### src/rtl/fpr_pkg.sv
// Shared types and constants for the FIFO page replacement core.
package fpr_pkg;

  localparam int COUNT_W    = 32;
  localparam int CFG_W      = 5;
  localparam int SLOT_OUT_W = 4;

  localparam logic [CFG_W-1:0]   FRAMES_RESET = 5'd16;
  localparam logic [COUNT_W-1:0] COUNT_MAX    = '1;

  typedef struct packed {
    logic capture;
    logic lookup;
    logic commit;
  } fpr_cmd_t;

  typedef struct packed {
    logic out_busy;
  } fpr_status_t;

  function automatic logic [COUNT_W-1:0] sat_inc(input logic [COUNT_W-1:0] v);
    logic [COUNT_W-1:0] r;
    r = (v == COUNT_MAX) ? v : v + 1'b1;
    return r;
  endfunction

endpackage

### src/rtl/fpr_ctrl.sv
// Sequencer for the FIFO page replacement core: capture, lookup, commit.
module fpr_ctrl
  import fpr_pkg::*;
(
  input  logic        clk,
  input  logic        rst,
  input  logic        in_valid,
  output logic        in_stall,
  input  fpr_status_t status,
  output fpr_cmd_t    cmd
);

  localparam logic [1:0] S_IDLE   = 2'd0;
  localparam logic [1:0] S_LOOKUP = 2'd1;
  localparam logic [1:0] S_COMMIT = 2'd2;

  logic [1:0] state;
  logic [1:0] state_next;

  always_comb begin
    state_next  = state;
    cmd         = '0;
    in_stall    = 1'b1;
    unique case (state)
      S_IDLE: begin
        in_stall = 1'b0;
        if (in_valid) begin
          cmd.capture = 1'b1;
          state_next  = S_LOOKUP;
        end
      end
      S_LOOKUP: begin
        cmd.lookup = 1'b1;
        state_next = S_COMMIT;
      end
      S_COMMIT: begin
        if (!status.out_busy) begin
          cmd.commit = 1'b1;
          state_next = S_IDLE;
        end
      end
      default: begin
        state_next = S_IDLE;
      end
    endcase
  end

  always_ff @(posedge clk) begin
    if (rst) begin
      state <= S_IDLE;
    end else begin
      state <= state_next;
    end
  end

endmodule

### src/rtl/fpr_datapath.sv
// Frame table, parallel page search, insert pointer, counters and result register.
module fpr_datapath
  import fpr_pkg::*;
#(
  parameter int MAX_FRAMES = 16,
  parameter int PAGE_BITS  = 16
) (
  input  logic                  clk,
  input  logic                  rst,
  input  fpr_cmd_t              cmd,
  output fpr_status_t           status,
  input  logic [PAGE_BITS-1:0]  page_number,
  input  logic                  cfg_valid,
  input  logic [CFG_W-1:0]      cfg_data,
  input  logic                  out_stall,
  output logic                  out_valid,
  output logic                  was_hit,
  output logic [SLOT_OUT_W-1:0] slot,
  output logic [COUNT_W-1:0]    hit_count,
  output logic [COUNT_W-1:0]    fault_count
);

  localparam int SLOT_W = (MAX_FRAMES > 1) ? $clog2(MAX_FRAMES) : 1;
  localparam int CNT_W  = $clog2(MAX_FRAMES + 1);
  localparam int WIDE_W = (CNT_W > CFG_W) ? CNT_W : CFG_W;
  localparam logic [WIDE_W-1:0] MAX_WIDE = WIDE_W'(MAX_FRAMES);

  logic [CFG_W-1:0]     frames_in_use;
  logic [PAGE_BITS-1:0] frame_pages [MAX_FRAMES];
  logic [MAX_FRAMES-1:0] frame_valid;
  logic [SLOT_W-1:0]    insert_ptr;
  logic [COUNT_W-1:0]   hits;
  logic [COUNT_W-1:0]   faults;
  logic [PAGE_BITS-1:0] page;
  logic                 hit;
  logic [SLOT_W-1:0]    found;

  logic [WIDE_W-1:0]     cfg_wide;
  logic [CNT_W-1:0]      active;
  logic [MAX_FRAMES-1:0] match;
  logic                  match_any;
  logic [SLOT_W-1:0]     match_slot;
  logic [SLOT_W-1:0]     fill_slot;
  logic [CNT_W-1:0]      fill_plus;
  logic [SLOT_W-1:0]     ptr_next;
  logic [COUNT_W-1:0]    hits_inc;
  logic [COUNT_W-1:0]    faults_inc;
  logic [SLOT_W+SLOT_OUT_W-1:0] slot_wide;

  // effective frame count: zero acts as one, clamp at MAX_FRAMES
  always_comb begin
    cfg_wide = WIDE_W'(frames_in_use);
    if (cfg_wide == '0) begin
      active = CNT_W'(1);
    end else if (cfg_wide > MAX_WIDE) begin
      active = CNT_W'(MAX_FRAMES);
    end else begin
      active = cfg_wide[CNT_W-1:0];
    end
  end

  always_comb begin
    for (int j = 0; j < MAX_FRAMES; j++) begin
      match[j] = frame_valid[j] && (CNT_W'(j) < active) && (frame_pages[j] == page);
    end
    match_any  = |match;
    match_slot = '0;
    for (int j = MAX_FRAMES - 1; j >= 0; j--) begin
      if (match[j]) begin
        match_slot = SLOT_W'(j);
      end
    end
  end

  always_comb begin
    fill_slot = (CNT_W'(insert_ptr) >= active) ? '0 : insert_ptr;
    fill_plus = CNT_W'(fill_slot) + CNT_W'(1);
    ptr_next  = (fill_plus >= active) ? '0 : fill_plus[SLOT_W-1:0];
    hits_inc   = sat_inc(hits);
    faults_inc = sat_inc(faults);
  end

  assign status.out_busy = out_valid && out_stall;

  always_ff @(posedge clk) begin
    if (cmd.capture) begin
      page <= page_number;
    end
    if (cmd.lookup) begin
      hit   <= match_any;
      found <= match_slot;
    end
    if (cmd.commit && !hit) begin
      frame_pages[fill_slot] <= page;
    end
    if (cmd.commit) begin
      was_hit <= hit;
      if (hit) begin
        slot_wide   <= {{SLOT_OUT_W{1'b0}}, found};
        hit_count   <= hits_inc;
        fault_count <= faults;
      end else begin
        slot_wide   <= {{SLOT_OUT_W{1'b0}}, fill_slot};
        hit_count   <= hits;
        fault_count <= faults_inc;
      end
    end
  end

  assign slot = slot_wide[SLOT_OUT_W-1:0];

  always_ff @(posedge clk) begin
    if (rst) begin
      frames_in_use <= FRAMES_RESET;
      frame_valid   <= '0;
      insert_ptr    <= '0;
      hits          <= '0;
      faults        <= '0;
      out_valid     <= 1'b0;
    end else begin
      if (cfg_valid) begin
        frames_in_use <= cfg_data;
      end
      if (cmd.commit) begin
        out_valid <= 1'b1;
        if (hit) begin
          hits <= hits_inc;
        end else begin
          frame_valid[fill_slot] <= 1'b1;
          insert_ptr             <= ptr_next;
          faults                 <= faults_inc;
        end
      end else if (out_valid && !out_stall) begin
        out_valid <= 1'b0;
      end
    end
  end

endmodule

### src/rtl/fifo_page_replacement_core.sv
// Top level of the FIFO page replacement core.
// Usage:
//   Input channel (in_valid / in_stall / page_number) carries one page reference
//   per transfer. Output channel (out_valid / out_stall) returns one result per
//   reference: was_hit, slot found or filled, and saturating hit and fault counts.
//   Config channel (cfg_valid / cfg_ready / cfg_data) sets the number of frames in
//   use; cfg_ready is always high. Write it only while the core is idle.
// Sequence:
//   Each reference passes through capture, parallel search over the frames in use,
//   then commit of the table update into the result register, which sets out_valid.
//   After a capture the input stalls until that reference has committed.
//   The result register frees the input side: the next reference is taken while
//   a result still waits, and its commit waits until that result is transferred.
// Reset (rst, synchronous): all frames empty, insert pointer and counts zero,
//   frame count 16, no result pending.
module fifo_page_replacement_core
  import fpr_pkg::*;
#(
  parameter int MAX_FRAMES = 16,
  parameter int PAGE_BITS  = 16
) (
  input  logic                  clk,
  input  logic                  rst,
  input  logic                  in_valid,
  output logic                  in_stall,
  input  logic [PAGE_BITS-1:0]  page_number,
  input  logic                  cfg_valid,
  output logic                  cfg_ready,
  input  logic [CFG_W-1:0]      cfg_data,
  output logic                  out_valid,
  input  logic                  out_stall,
  output logic                  was_hit,
  output logic [SLOT_OUT_W-1:0] slot,
  output logic [COUNT_W-1:0]    hit_count,
  output logic [COUNT_W-1:0]    fault_count
);

  fpr_cmd_t    cmd;
  fpr_status_t status;

  assign cfg_ready = 1'b1;

  fpr_ctrl u_ctrl (
    .clk      (clk),
    .rst      (rst),
    .in_valid (in_valid),
    .in_stall (in_stall),
    .status   (status),
    .cmd      (cmd)
  );

  fpr_datapath #(
    .MAX_FRAMES (MAX_FRAMES),
    .PAGE_BITS  (PAGE_BITS)
  ) u_datapath (
    .clk         (clk),
    .rst         (rst),
    .cmd         (cmd),
    .status      (status),
    .page_number (page_number),
    .cfg_valid   (cfg_valid && cfg_ready),
    .cfg_data    (cfg_data),
    .out_stall   (out_stall),
    .out_valid   (out_valid),
    .was_hit     (was_hit),
    .slot        (slot),
    .hit_count   (hit_count),
    .fault_count (fault_count)
  );

  a_busy_after_take: assert property (@(posedge clk) disable iff (rst)
    (in_valid && !in_stall) |=> in_stall)
    else $error("input taken while previous reference in flight");

  a_commit_free: assert property (@(posedge clk) disable iff (rst)
    cmd.commit |-> (!out_valid || !out_stall))
    else $error("commit overwrote a stalled result");

  a_valid_from_commit: assert property (@(posedge clk) disable iff (rst)
    $rose(out_valid) |-> $past(cmd.commit))
    else $error("result appeared without commit");

  a_cmd_onehot: assert property (@(posedge clk) disable iff (rst)
    $onehot0({cmd.capture, cmd.lookup, cmd.commit}))
    else $error("overlapping datapath commands");

endmodule

### config.mk
export PLATFORM = sky130hd
export DESIGN_NAME = fifo_page_replacement_core
export DESIGN_NICKNAME = d
export VERILOG_FILES = /design/src/rtl/fpr_pkg.sv /design/src/rtl/fpr_ctrl.sv /design/src/rtl/fpr_datapath.sv /design/src/rtl/fifo_page_replacement_core.sv
export SDC_FILE = /design/constraint.sdc
export NUM_CORES = 1
export LEC_CHECK = 0
export BUFFER_PORTS_ARGS = -buffer_cell sky130_fd_sc_hd__clkbuf_2
export CAP_MARGIN = 20
export CORE_ASPECT_RATIO = 0.6
export CORE_UTILIZATION = 45
export CTS_CLUSTER_SIZE = 10
export DETAILED_ROUTE_END_ITERATION = 8
export PLACE_DENSITY_LB_ADDON = 0.15
export SLEW_MARGIN = 20
export SYNTH_ARGS = -nofsm -noshare
export SYNTH_HDL_FRONTEND = slang
export SYNTH_HIERARCHICAL = 1
export SYNTH_SLANG_ARGS = --single-unit
### constraint.sdc
create_clock -name clk -period 9.9 [get_ports clk]
set_input_delay 2.97 -clock clk [delete_from_list [all_inputs] [get_ports clk]]
set_output_delay 2.97 -clock clk [all_outputs]
set_load 0.02 [all_outputs]
==> qor.csv, run 1 <==
metric,value,unit
largest net degree at the start of global routing,93,
CTS Buf Count,49,
f_max,197.9,MHz
CTS Hold Bufs,0,
Initial Util,45.70,%
Finished Core Util,51.38,%
Startpoint Class,input pin,
Hold EP,u_datapath/frame_valid[13],
Max VDD drop,0.0001534,V
global placement routability congestion,0.7894,
final setup fails,0,
Pins Over Slew Limit,0,
core area,0.04187,mm²
reg2reg path depth,19,
"Min Clock Period, post-route",5.054,ns
global-route wire length before repair,64.45,mm
gr usage total,19.65,%
drt first-iter violations,933,
Worst Tran Pin Value,1.079,ns
diodes inserted,0,
Yosys cell types,63,
worst hold path class,reg2reg,
fin cells,2165,
Via density,5.146,
Worst Path Arrival,5.45,ns
Post-CTS Setup Bufs,0,
Max Buffers Root-to-Sink,3,
final design area excluding fillers,0.02151,mm²
Ys Warns,6,
IO Port Bufs,96,
placed cell count,2077,
post-route ant nets,0,
WL per Instance,19.16,µm
DRC,0,
syn_nets,1506,
IO Count,98,
Hold Crit Depth,2,
# nets final,1597,
"wirelength, routed",41.48,mm
post-synthesis sequential area ratio,63.92,%
worst r2r src,u_datapath/cfg_wide[2],
chip width,268.2,µm
MaxCap Viol Count,0,
post-placement cell area,0.02013,mm²
vias in the first global route,10770,
unrepaired setup endpoints after global routing,no,
Post-synth EDFFs,346,
run status,"finished, final reports clean",
Final Hold Vio Count,0,
Critical Path RT,10.29,ns
full die area,0.04338,mm²
dominant synthesized flop cell,edfxtp_1,
Reg2Reg Setup Slack,5.10,ns
layout cell share with drive strength beyond 1,12.10,%
Crit Path Category,in2reg,
Overall Power,0.003792,W
met3 usage,3.426,%
initial antenna violation count,1,
Mean Syn Cell Area,13.04,µm²
clock tree from TritonCTS,built,
LEAKAGE,7.305,nW
GRT overflow,0,
Worst-path clk slew,0.06,ns
number of synthesized register bits,438,
Clock Latency Late Sink,0.56,ns
post-DP HPWL,25.40,mm
Worst R2R End,u_datapath/insert_ptr[3],
M2 GR Usage,26.86,%
Hold Path Origin,u_datapath/frame_valid[13],
CTS H-tree lvls,2,
pwr dens,176.3,mW/mm²
CP Max Fanout,37,
root buffer cell,clkbuf_16,
Rows,58,
TritonRoute pass-1 iters,5,
CP endpoint kind,flop,
clock skew,0.01607,ns
Post-synth ARST share,0,%
period utilization,51.05,%
Fin Setup TNS,0,ns
Clock Sinks,438,
grt peak-use layer,met1,
DR vias,11140,
Die Y,161.7,µm
Area Growth Syn to Fin,12.42,%
Rel. slew slack,28.07,%
met1 Usage GRT,31.70,%
post_cts resized,0,
Synth Cell Area,0.01914,mm²
Cells after Synth,1467,
==> layer usage <==
layer | up-vias | share of wire [%] | routed length [µm]
met3 | 66 | 5.3 | 2197
li1 | 5381 | - | -
met2 | 261 | 40 | 16770
met5 | - | 0 | 0
met4 | 0 | 2.0 | 809
met1 | 5433 | 52 | 21700
==> kinds of logic (layout without fill, tap and decap cells) <==
group / Yosys count / in the layout / share of synthesized area, %
DFF: 438 / 438 / 63.92
muxes: 7 / 7 / 0.3727
adders and majority gates: 13 / 13 / 0.8500
other: 1 / 1 / 0.01960
and+or+nand+nor: 464 / 464 / 12.69
AOI/OAI and AO/OA: 78 / 78 / 2.766
xor gates and xnor gates: 376 / 376 / 17.21
buffers and inverters: 90 / 218 / 2.171
==> cell type report <==
type	count	area (µm²)
tap	570	713.2
clock buffer	88	1373
sequential	438	12230
multi-input combinational	939	6506
inverter	13	48.80
fill	3654	20360
timing repair buffer	117	640.6
==> layout by cell type, fill, tap and decap left out, types with 2 or more instances in the layout <==
| cell type | Yosys | layout |
|---|---|---|
| inv_1 | 13 | 13 |
| dfxtp_1 | 92 | 92 |
| nand2_1 | 69 | 69 |
| mux2i_1 | 6 | 6 |
| buf_4 | 6 | 22 |
| or4_1 | 3 | 3 |
| or2_2 | 7 | 7 |
| edfxtp_1 | 346 | 346 |
| xnor2_1 | 226 | 226 |
| o211ai_1 | 2 | 2 |
| a41oi_1 | 2 | 2 |
| o21ai_0 | 16 | 16 |
| clkbuf_16 | 0 | 49 |
| clkbuf_1 | 27 | 39 |
| nor2b_1 | 3 | 3 |
| nand4_4 | 3 | 3 |
| and3_1 | 13 | 13 |
| nor3_2 | 2 | 2 |
| nand3b_1 | 2 | 2 |
| nor3_1 | 31 | 31 |
| nand4_1 | 58 | 58 |
| or2_1 | 2 | 2 |
| nor2_1 | 129 | 129 |
| ha_1 | 13 | 13 |
| xor2_1 | 150 | 150 |
| nor4b_2 | 2 | 2 |
| a311o_1 | 2 | 2 |
| nor4_1 | 25 | 24 |
| a31oi_1 | 2 | 2 |
| a21o_1 | 4 | 4 |
| or3_1 | 8 | 8 |
| and4_1 | 5 | 5 |
| o2111ai_1 | 4 | 4 |
| nand3_1 | 58 | 58 |
| clkbuf_2 | 0 | 95 |
| a21oi_1 | 32 | 32 |
| nand2b_1 | 9 | 9 |
| and2_1 | 25 | 25 |
==> worst max-delay path by stage <==
| stage | from | to | slack [ns] |
|---|---|---|---|
| 2_1_floorplan | out_stall | u_datapath/frame_pages[12][0] | 2.25 |
| 3_3_place_gp | out_stall | u_datapath/frame_pages[4][12] | 4.27 |
| 3_5_place_dp | out_stall | u_datapath/frame_pages[6][15] | 4.24 |
| 4_1_cts | out_stall | u_datapath/frame_pages[6][12] | 4.82 |
| 5_1_grt | out_stall | u_datapath/frame_pages[6][2] | 4.64 |
| 6_report | out_stall | u_datapath/faults[7] | 4.85 |
==> power by group <==
group / switching (W) / leakage [nW] / internal [W]
Sequential: 0.0000113 / 3.97 / 0.00200
Combinational: 0.000123 / 2.68 / 0.0000583
Clock: 0.000678 / 0.650 / 0.000925
==> critical path, cell delays in order <==
cell and delay [ns]:
clkbuf_2 0.08, and2_1 0.19, nor3b_4 0.25, buf_4 0.45
inv_1 0.36, nor3_1 0.74, nand3_1 0.17, xor2_1 0.17
nor2_1 0.05
==> sequential cells by signal (all words and copies together) (netlist names), 2 cells and up <==
| name | count |
|---|---|
| u_datapath/page | 16 |
| u_datapath/found | 4 |
| u_datapath/insert_ptr | 4 |
| u_datapath/frame_pages | 256 |
| u_datapath/hits | 32 |
| u_datapath/hit_count | 32 |
| u_datapath/slot_wide | 4 |
| u_datapath/faults | 32 |
| u_datapath/fault_count | 32 |
| u_datapath/cfg_wide | 5 |
| u_datapath/frame_valid | 16 |
| u_ctrl/state | 2 |
==> synthesized netlist by cell type, types with 2 or more instances <==
library cell / count / area [µm²]
buf_4: 6 / 45.04
nor3_1: 31 / 155.2
mux2i_1: 6 / 60.06
xor2_1: 150 / 1314
dfxtp_1: 92 / 1842
nand2b_1: 9 / 56.30
or4_1: 3 / 22.52
nor3_2: 2 / 20.02
or2_1: 2 / 12.51
nand3b_1: 2 / 15.01
or3_1: 8 / 50.05
a41oi_1: 2 / 17.52
a21oi_1: 32 / 160.2
and2_1: 25 / 156.4
nand4_4: 3 / 63.81
o21ai_0: 16 / 80.08
a21o_1: 4 / 30.03
nor2b_1: 3 / 18.77
inv_1: 13 / 48.80
nor2_1: 129 / 484.2
a311o_1: 2 / 20.02
xnor2_1: 226 / 1979
buf_2: 44 / 220.2
nand4_1: 58 / 362.9
a31oi_1: 2 / 12.51
nand2_1: 69 / 259.0
clkbuf_1: 27 / 101.4
ha_1: 13 / 162.7
nand3_1: 58 / 290.3
o211ai_1: 2 / 15.01
and3_1: 13 / 81.33
edfxtp_1: 346 / 10390
or2_2: 7 / 43.79
o2111ai_1: 4 / 35.03
and4_1: 5 / 43.79
nor4b_2: 2 / 30.03
nor4_1: 25 / 156.4
==> per-stage QoR <==
step           setup WS [ns]  hold WS [ns]
2_1_floorplan          2.248        0.4364
3_3_place_gp           4.271        0.4491
3_5_place_dp           4.236        0.4586
4_1_cts                4.816        0.4715
5_1_grt                4.639        0.4930
6_report               4.846        0.4736
No activity file was read; power rests on OpenSTA's default activity.
==> inputs of run 2 (changes only) <==
Settings changed: ABC_AREA from default to 1.
Clock period 9.9 ns to 4.2 ns, I/O delays scaled along.
==> run 2 against run 1 <==
Net effect: cell count up 16%; synthesized cell count up 22%; sequential power up 140%; sequential share of layout area down 1.2 points; via count up 22%; largest cell class unchanged; highest routed layer unchanged.
==> qor.csv, run 2 <==
metric,value,unit,change
Reg area,0.01223,mm²,unchanged
IO Port Bufs,96,,unchanged
Mean Syn Cell Area,10.77,µm²,was 13.04 µm²
Post-synth top cells,"edfxtp_1 (346), nand2_1 (267), inv_1 (194)",,"was edfxtp_1 (346), xnor2_1 (226), xor2_1 (150)"
Worst Tran Pin Value,0.8379,ns,was 1.079 ns
CTS Hold Bufs,0,,unchanged
period utilization,91.34,%,
post-synthesis sequential area ratio,63.57,%,was 63.92%
layout cell share with drive strength beyond 1,14.18,%,was 12.10%
Yosys cell types,58,,was 63
run status,"finished, final reports clean",,unchanged
global-route wire length before repair,77.47,mm,was 64.45 mm
Synth area leader,edfxtp_1,,unchanged
GRT overflow,0,,unchanged
Startpoint Class,flop,,was input pin
LEAKAGE,8.304,nW,was 7.305 nW
CTS Buf Count,49,,unchanged
WL per Instance,20.73,µm,was 19.16 µm
number of synthesized register bits,438,,unchanged
Area contributors post-synth,"edfxtp_1 (54%), dfxtp_1 (9.6%), nand2_1 (5.2%)",,"was edfxtp_1 (54%), xnor2_1 (10%), dfxtp_1 (9.6%)"
Critical Path RT,4.68,ns,was 10.29 ns
DR vias,13570,,was 11140
CP max stage delay,0.39,ns,was 0.74 ns
root buffer cell,clkbuf_16,,unchanged
"commonest non-fill, non-tap cell in the layout",edfxtp_1,,unchanged
# nets final,1941,,was 1597
Final Hold Vio Count,0,,unchanged
CTS H-tree lvls,2,,unchanged
clock skew,0.02184,ns,was 0.01607 ns
"Most flops, register",u_datapath/frame_pages,,unchanged
Post-synth EDFFs,346,,unchanged
unrepaired setup endpoints after global routing,no,,unchanged
Initial Util,45.80,%,was 45.70%
Rel. slew slack,42.69,%,was 28.07%
sw frac,23.34,%,was 21.42%
Synth top area share,54.00,%,was 54.30%
clock tree from TritonCTS,built,,unchanged
Pins Over Slew Limit,0,,unchanged
Via density,5.405,,was 5.146
MaxCap Viol Count,0,,unchanged
Combinational Power Share,6.4,%,was 4.8%
Clock Latency Late Sink,0.58,ns,was 0.56 ns
sequence of cells on the critical path,"nor2_1, inv_1, ha_1, a21o_1, a22oi_1, o21a_1, nand2_1, nor2_1, inv_1, ha_1, ha_1, o211ai_1, nand3b_1, o21ai_0, a31oi_1, nor2_1, nand2_1, a21oi_1",,"was clkbuf_2, and2_1, nor3b_4, buf_4, inv_1, nor3_1, nand3_1, xor2_1, nor2_1"
IO Count,98,,unchanged
gr usage total,23.99,%,was 19.65%
"Min Clock Period, post-route",3.836,ns,
most frequent cells in the layout,"edfxtp_1 (346), nand2_1 (263), inv_1 (190)",,"was edfxtp_1 (346), xnor2_1 (226), xor2_1 (150)"
Area Growth Syn to Fin,14.27,%,was 12.42%
Max VDD drop,0.0003414,V,was 0.0001534 V
internal power,0.007141,W,was 0.002980 W
placed cell count,2421,,was 2077
Multi-input gate area,0.006105,mm²,was 0.006506 mm²
TritonRoute pass-1 iters,6,,was 5
dominant synthesized flop cell,edfxtp_1,,unchanged
post-route ant nets,0,,unchanged
Post-CTS Setup Bufs,0,,unchanged
CP endpoint kind,flop,,unchanged
f_max,260.7,MHz,
core area,0.04202,mm²,was 0.04187 mm²
fin cells,2510,,was 2165
Rows,58,,unchanged
CP Max Fanout,8,,was 37
syn_nets,1825,,was 1506
full die area,0.04362,mm²,was 0.04338 mm²
Worst Path Arrival,4.32,ns,was 5.45 ns
Crit Path Category,reg2reg,,was in2reg
largest net degree at the start of global routing,70,,was 93
"slowest stage cell, crit path",dfxtp_1,,was nor3_1
chip width,269.0,µm,was 268.2 µm
clock share of power,42.0,%,was 42.3%
Die Y,162.2,µm,was 161.7 µm
WHS,0.4715,ns,was 0.4736 ns
Post-synth ARST share,0,%,unchanged
fillers,3765,,was 3654
"count leader, synth",edfxtp_1,,unchanged
Ys Warns,6,,unchanged
Max Buffers Root-to-Sink,3,,unchanged
worst hold path class,reg2reg,,unchanged
Worst-path clk slew,0.06,ns,about the same
pwr dens,423.7,mW/mm²,was 176.3 mW/mm²
P_sw,0.002175,W,was 0.0008124 W
post-DP HPWL,34.40,mm,was 25.40 mm
final setup fails,0,,unchanged
drt first-iter violations,1452,,was 933
max reg flops,256,,unchanged
initial antenna violation count,3,,was 1
vias in the first global route,12470,,was 10770
"wirelength, routed",52.04,mm,was 41.48 mm
Synth Cell Area,0.01924,mm²,was 0.01914 mm²
Cells after Synth,1786,,was 1467
Clock Sinks,438,,unchanged
global placement routability congestion,0.9014,,was 0.7894
DRC,0,,unchanged
Flop pwr share,51.6,%,was 53.0%
post_cts resized,0,,unchanged
diodes inserted,0,,unchanged
run 2: changes by cell type after synthesis, sizes merged, moves of 16 or more:
cell / change
nand2: +207
xnor2: -200
inv: +194
o21ai: +133
nor2: +50
xor2: -43
nand4: -38
a21oi: +35
o22ai: +35
a221oi: +24
and2: -23
nand3: -18
buf: -16
run 2: cell families after synthesis:
kind of cell / after synthesis / share of synthesized area (%)
AOI/OAI and AO/OA: 317 / 9.591
xor gates and xnor gates: 133 / 6.171
adders and majority gates: 13 / 0.8453
buffers and inverters: 271 / 5.566
DFF: 438 / 63.57
other: 1 / 0.01949
and+or+nand+nor: 613 / 14.24
run 2: path summary, 6_finish.rpt:
path	slack, ns	depth (start not counted)	startpoint	to
setup / recovery	0.36	18	u_datapath/cfg_wide[4]	u_datapath/insert_ptr[2]
hold / removal	0.47	2	u_datapath/frame_valid[7]	u_datapath/frame_valid[7]
setup reg to reg	0.36	18	u_datapath/cfg_wide[4]	u_datapath/insert_ptr[2]
hold reg to reg	0.47	2	u_datapath/frame_valid[7]	u_datapath/frame_valid[7]
run 2: layout make-up:
type,instances,area share (%)
Tap cell,570,3.244
Clock inverter,2,0.1650
Multi-Input combinational cell,1077,27.76
Clock buffer,87,6.322
Sequential cell,438,55.63
Timing Repair Buffer,129,3.323
Inverter,207,3.551
run 2: stage by stage:
step,area (µm²),setup WS [ns],utilization [%],power [W],TNS (ns)
floorplan,19420,-0.4886,-,0.005245,-110.14
global placement,20560,0.5183,48.93,0.005475,0
detailed placement,20560,0.4558,48.93,0.005486,0
CTS,21990,0.4096,52.33,0.009386,0
global route,21990,0.0002585,52.33,0.009625,0
finish,21990,0.3635,52.33,0.009316,0
run 2: routing by layer:
| metal | GRT usage, % | vias up | wire length [µm] |
|---|---|---|---|
| met2 | 31.65 | 503 | 20320 |
| met1 | 40.23 | 6620 | 26590 |
| met3 | 3.911 | 59 | 4293 |
| met5 | 0 | - | 0 |
| li1 | - | 6385 | - |
| met4 | 4.907 | 0 | 828 |
run 2: critical path, delay by kind of cell, from the launching register on:
family          cells  cell delay [ns]
buf+inv             2             0.35
fa+ha+maj           3             0.98
compound gates      7             0.95
flops               1             0.39
simple gates        6             1.06
run 2: power by group through the flow:
stage,registers (W),logic (W),clock network [W]
detailed placement,0.00490,0.000589,0
floorplan,0.00493,0.000319,0
global route,0.00481,0.000646,0.00417
global placement,0.00489,0.000580,0
CTS,0.00481,0.000592,0.00399
finish,0.00481,0.000595,0.00391
==> inputs of run 3 (changes only) <==
Settings changed: CORE_UTILIZATION 45 to 55.
==> run 3 against run 2 <==
Net effect: die area decreased by 18%; clock-buffer cell count is 6 lower; register-to-register slack better by 0.12 ns; clock power shrank 3%; maximum frequency is 3.2% higher; critical endpoint unchanged; largest cell class unchanged; largest power group unchanged.
==> qor.csv, run 3 (synthesis gave the netlist of run 2 again) <==
metric,value,unit,change
run status,"finished, final reports clean",,unchanged
WHS,0.4706,ns,was 0.4715 ns
Die Y,146.9,µm,was 162.2 µm
pwr dens,422.4,mW/mm²,was 423.7 mW/mm²
MaxCap Viol Count,0,,unchanged
WL per Instance,20.90,µm,was 20.73 µm
"wirelength, routed",49.99,mm,was 52.04 mm
critical path's most frequent cell,ha_1,,
Initial Util,56.44,%,was 45.80%
"CP delay by family, top",compound AO/OA/AOI/OAI gates,,was simple AND/OR/NAND/NOR gates
final setup fails,0,,unchanged
Clock Latency Late Sink,0.57,ns,was 0.58 ns
Overall Power,0.009199,W,was 0.009316 W
IO Port Bufs,96,,unchanged
clock tree from TritonCTS,built,,unchanged
Crit Path Category,reg2reg,,unchanged
chip width,243.5,µm,was 269.0 µm
GRT overflow,0,,unchanged
Rel. slew slack,39.43,%,was 42.69%
diodes inserted,0,,unchanged
Area Growth Syn to Fin,13.19,%,was 14.27%
layout cell share with drive strength beyond 1,14.23,%,was 14.18%
"Min Clock Period, post-route",3.717,ns,was 3.836 ns
Critical Path RT,4.68,ns,about the same
WP buf/inv,1,,was 2
period utilization,88.50,%,was 91.34%
Worst Path Arrival,4.19,ns,was 4.32 ns
Rows,52,,was 58
vias in the first global route,12690,,was 12470
LEAKAGE,8.269,nW,was 8.304 nW
Worst Tran Pin Value,0.9076,ns,was 0.8379 ns
"slowest stage cell, crit path",dfxtp_1,,unchanged
Clock Sinks,438,,unchanged
full die area,0.03576,mm²,was 0.04362 mm²
post-placement cell area,0.02041,mm²,was 0.02056 mm²
CP Max Fanout,8,,unchanged
post-DP HPWL,32.76,mm,was 34.40 mm
clock skew,0.02030,ns,was 0.02184 ns
CTS H-tree lvls,2,,unchanged
worst hold path class,reg2reg,,unchanged
Hold Path Origin,u_datapath/frame_valid[15],,was u_datapath/frame_valid[7]
TritonRoute pass-1 iters,6,,unchanged
Startpoint Class,flop,,unchanged
core area,0.03409,mm²,was 0.04202 mm²
CP max stage delay,0.40,ns,was 0.39 ns
post-route ant nets,0,,unchanged
sequence of cells on the critical path,"nor2_2, inv_1, ha_1, a21o_1, a22oi_1, o21a_1, nand2_1, nor2_1, ha_1, xor2_1, ha_1, o211ai_1, nand3b_1, o21ai_0, a31oi_1, nor2_2, nand2_1, a21oi_1",,"was nor2_1, inv_1, ha_1, a21o_1, a22oi_1, o21a_1, nand2_1, nor2_1, inv_1, ha_1, ha_1, o211ai_1, nand3b_1, o21ai_0, a31oi_1, nor2_1, nand2_1, a21oi_1"
initial antenna violation count,0,,was 3
Post-CTS Setup Bufs,0,,unchanged
largest net degree at the start of global routing,80,,was 70
global-route wire length before repair,76.11,mm,was 77.47 mm
unrepaired setup endpoints after global routing,no,,unchanged
Via density,5.719,,was 5.405
CTS Buf Count,49,,unchanged
DR vias,13680,,was 13570
worst r2r src,u_datapath/cfg_wide[4],,unchanged
gr usage total,28.50,%,was 23.99%
Worst setup startpoint,u_datapath/cfg_wide[4],,unchanged
CP endpoint kind,flop,,unchanged
DRC,0,,unchanged
max reg flops,256,,unchanged
"commonest non-fill, non-tap cell in the layout",edfxtp_1,,unchanged
Pins Over Slew Limit,0,,unchanged
global placement routability congestion,0.9404,,was 0.9014
root buffer cell,clkbuf_16,,unchanged
drt first-iter violations,1535,,was 1452
Max VDD drop,0.0004043,V,was 0.0003414 V
Final Hold Vio Count,0,,unchanged
final design area excluding fillers,0.02178,mm²,was 0.02199 mm²
# nets final,1939,,was 1941
Max Buffers Root-to-Sink,3,,unchanged
Finished Core Util,63.89,%,was 52.33%
most frequent cells in the layout,"edfxtp_1 (346), nand2_1 (263), inv_1 (190)",,unchanged
placed cell count,2308,,was 2421
f_max,269.0,MHz,was 260.7 MHz
Worst-path clk slew,0.06,ns,about the same
fin cells,2392,,was 2510
"Most flops, register",u_datapath/frame_pages,,unchanged
IO Count,98,,unchanged
==> run 3: worst paths after layout <==
check | endpoint | slack [ns] | cells past startpoint
min | u_datapath/frame_valid[15] | 0.47 | 2
min reg2reg | u_datapath/frame_valid[15] | 0.47 | 2
max | u_datapath/insert_ptr[2] | 0.48 | 18
max reg2reg | u_datapath/insert_ptr[2] | 0.48 | 18
==> run 3: what timing repair did <==
item / 4_1_cts / 5_1_grt
hold buffers: 0 / 0
resized for setup: 0 / 2
endpoints found under the hold margin: 0 / 0
setup endpoints to repair: 0 / 4
==> run 3: per-layer routing <==
layer	track usage, %	part of all wire (%)	wire [µm]	vias to the layer above
li1	-	-	-	6384
met1	46.87	47	23700	6560
met2	38.11	40	19800	658
met3	5.298	11	5579	77
met4	7.233	1.8	901	0
met5	0	0	0	-
==> run 3: area by class of cell <==
class                      count  area (µm²)
clock buffer                  81        1346
clock inverter                 3       21.27
fill                        2680       12310
inverter                     207       779.5
multi-input combinational   1077        6112
sequential                   438       12230
tap                          459       574.3
timing repair buffer         127       715.7
==> run 3: power by group <==
| group | internal (W) | leakage (nW) | switching (W) | total (W) |
|---|---|---|---|---|
| combinational | 0.000157 | 3.74 | 0.000431 | 0.000588 |
| clock | 0.00216 | 0.652 | 0.00163 | 0.00380 |
| sequential | 0.00476 | 3.87 | 0.0000577 | 0.00481 |
| total | 0.00708 | 8.27 | 0.00212 | 0.00920 |
==> run 3: worst register-to-register path, delay by kind of cell, from the launching register on <==
family / cells / cell delay (ns)
AOI/OAI and AO/OA: 7 / 1.02
and+or+nand+nor: 6 / 0.95
adders and majority gates: 3 / 0.90
DFF: 1 / 0.40
xor gates and xnor gates: 1 / 0.23
buffers and inverters: 1 / 0.16
==> run 3: stage by stage <==
step | TNS [ns] | setup slack (ns)
finish | 0 | 0.4832
floorplan | -110.14 | -0.4886
global route | 0 | 0.1048
global placement | 0 | 0.5369
detailed placement | 0 | 0.4550
CTS | 0 | 0.4281
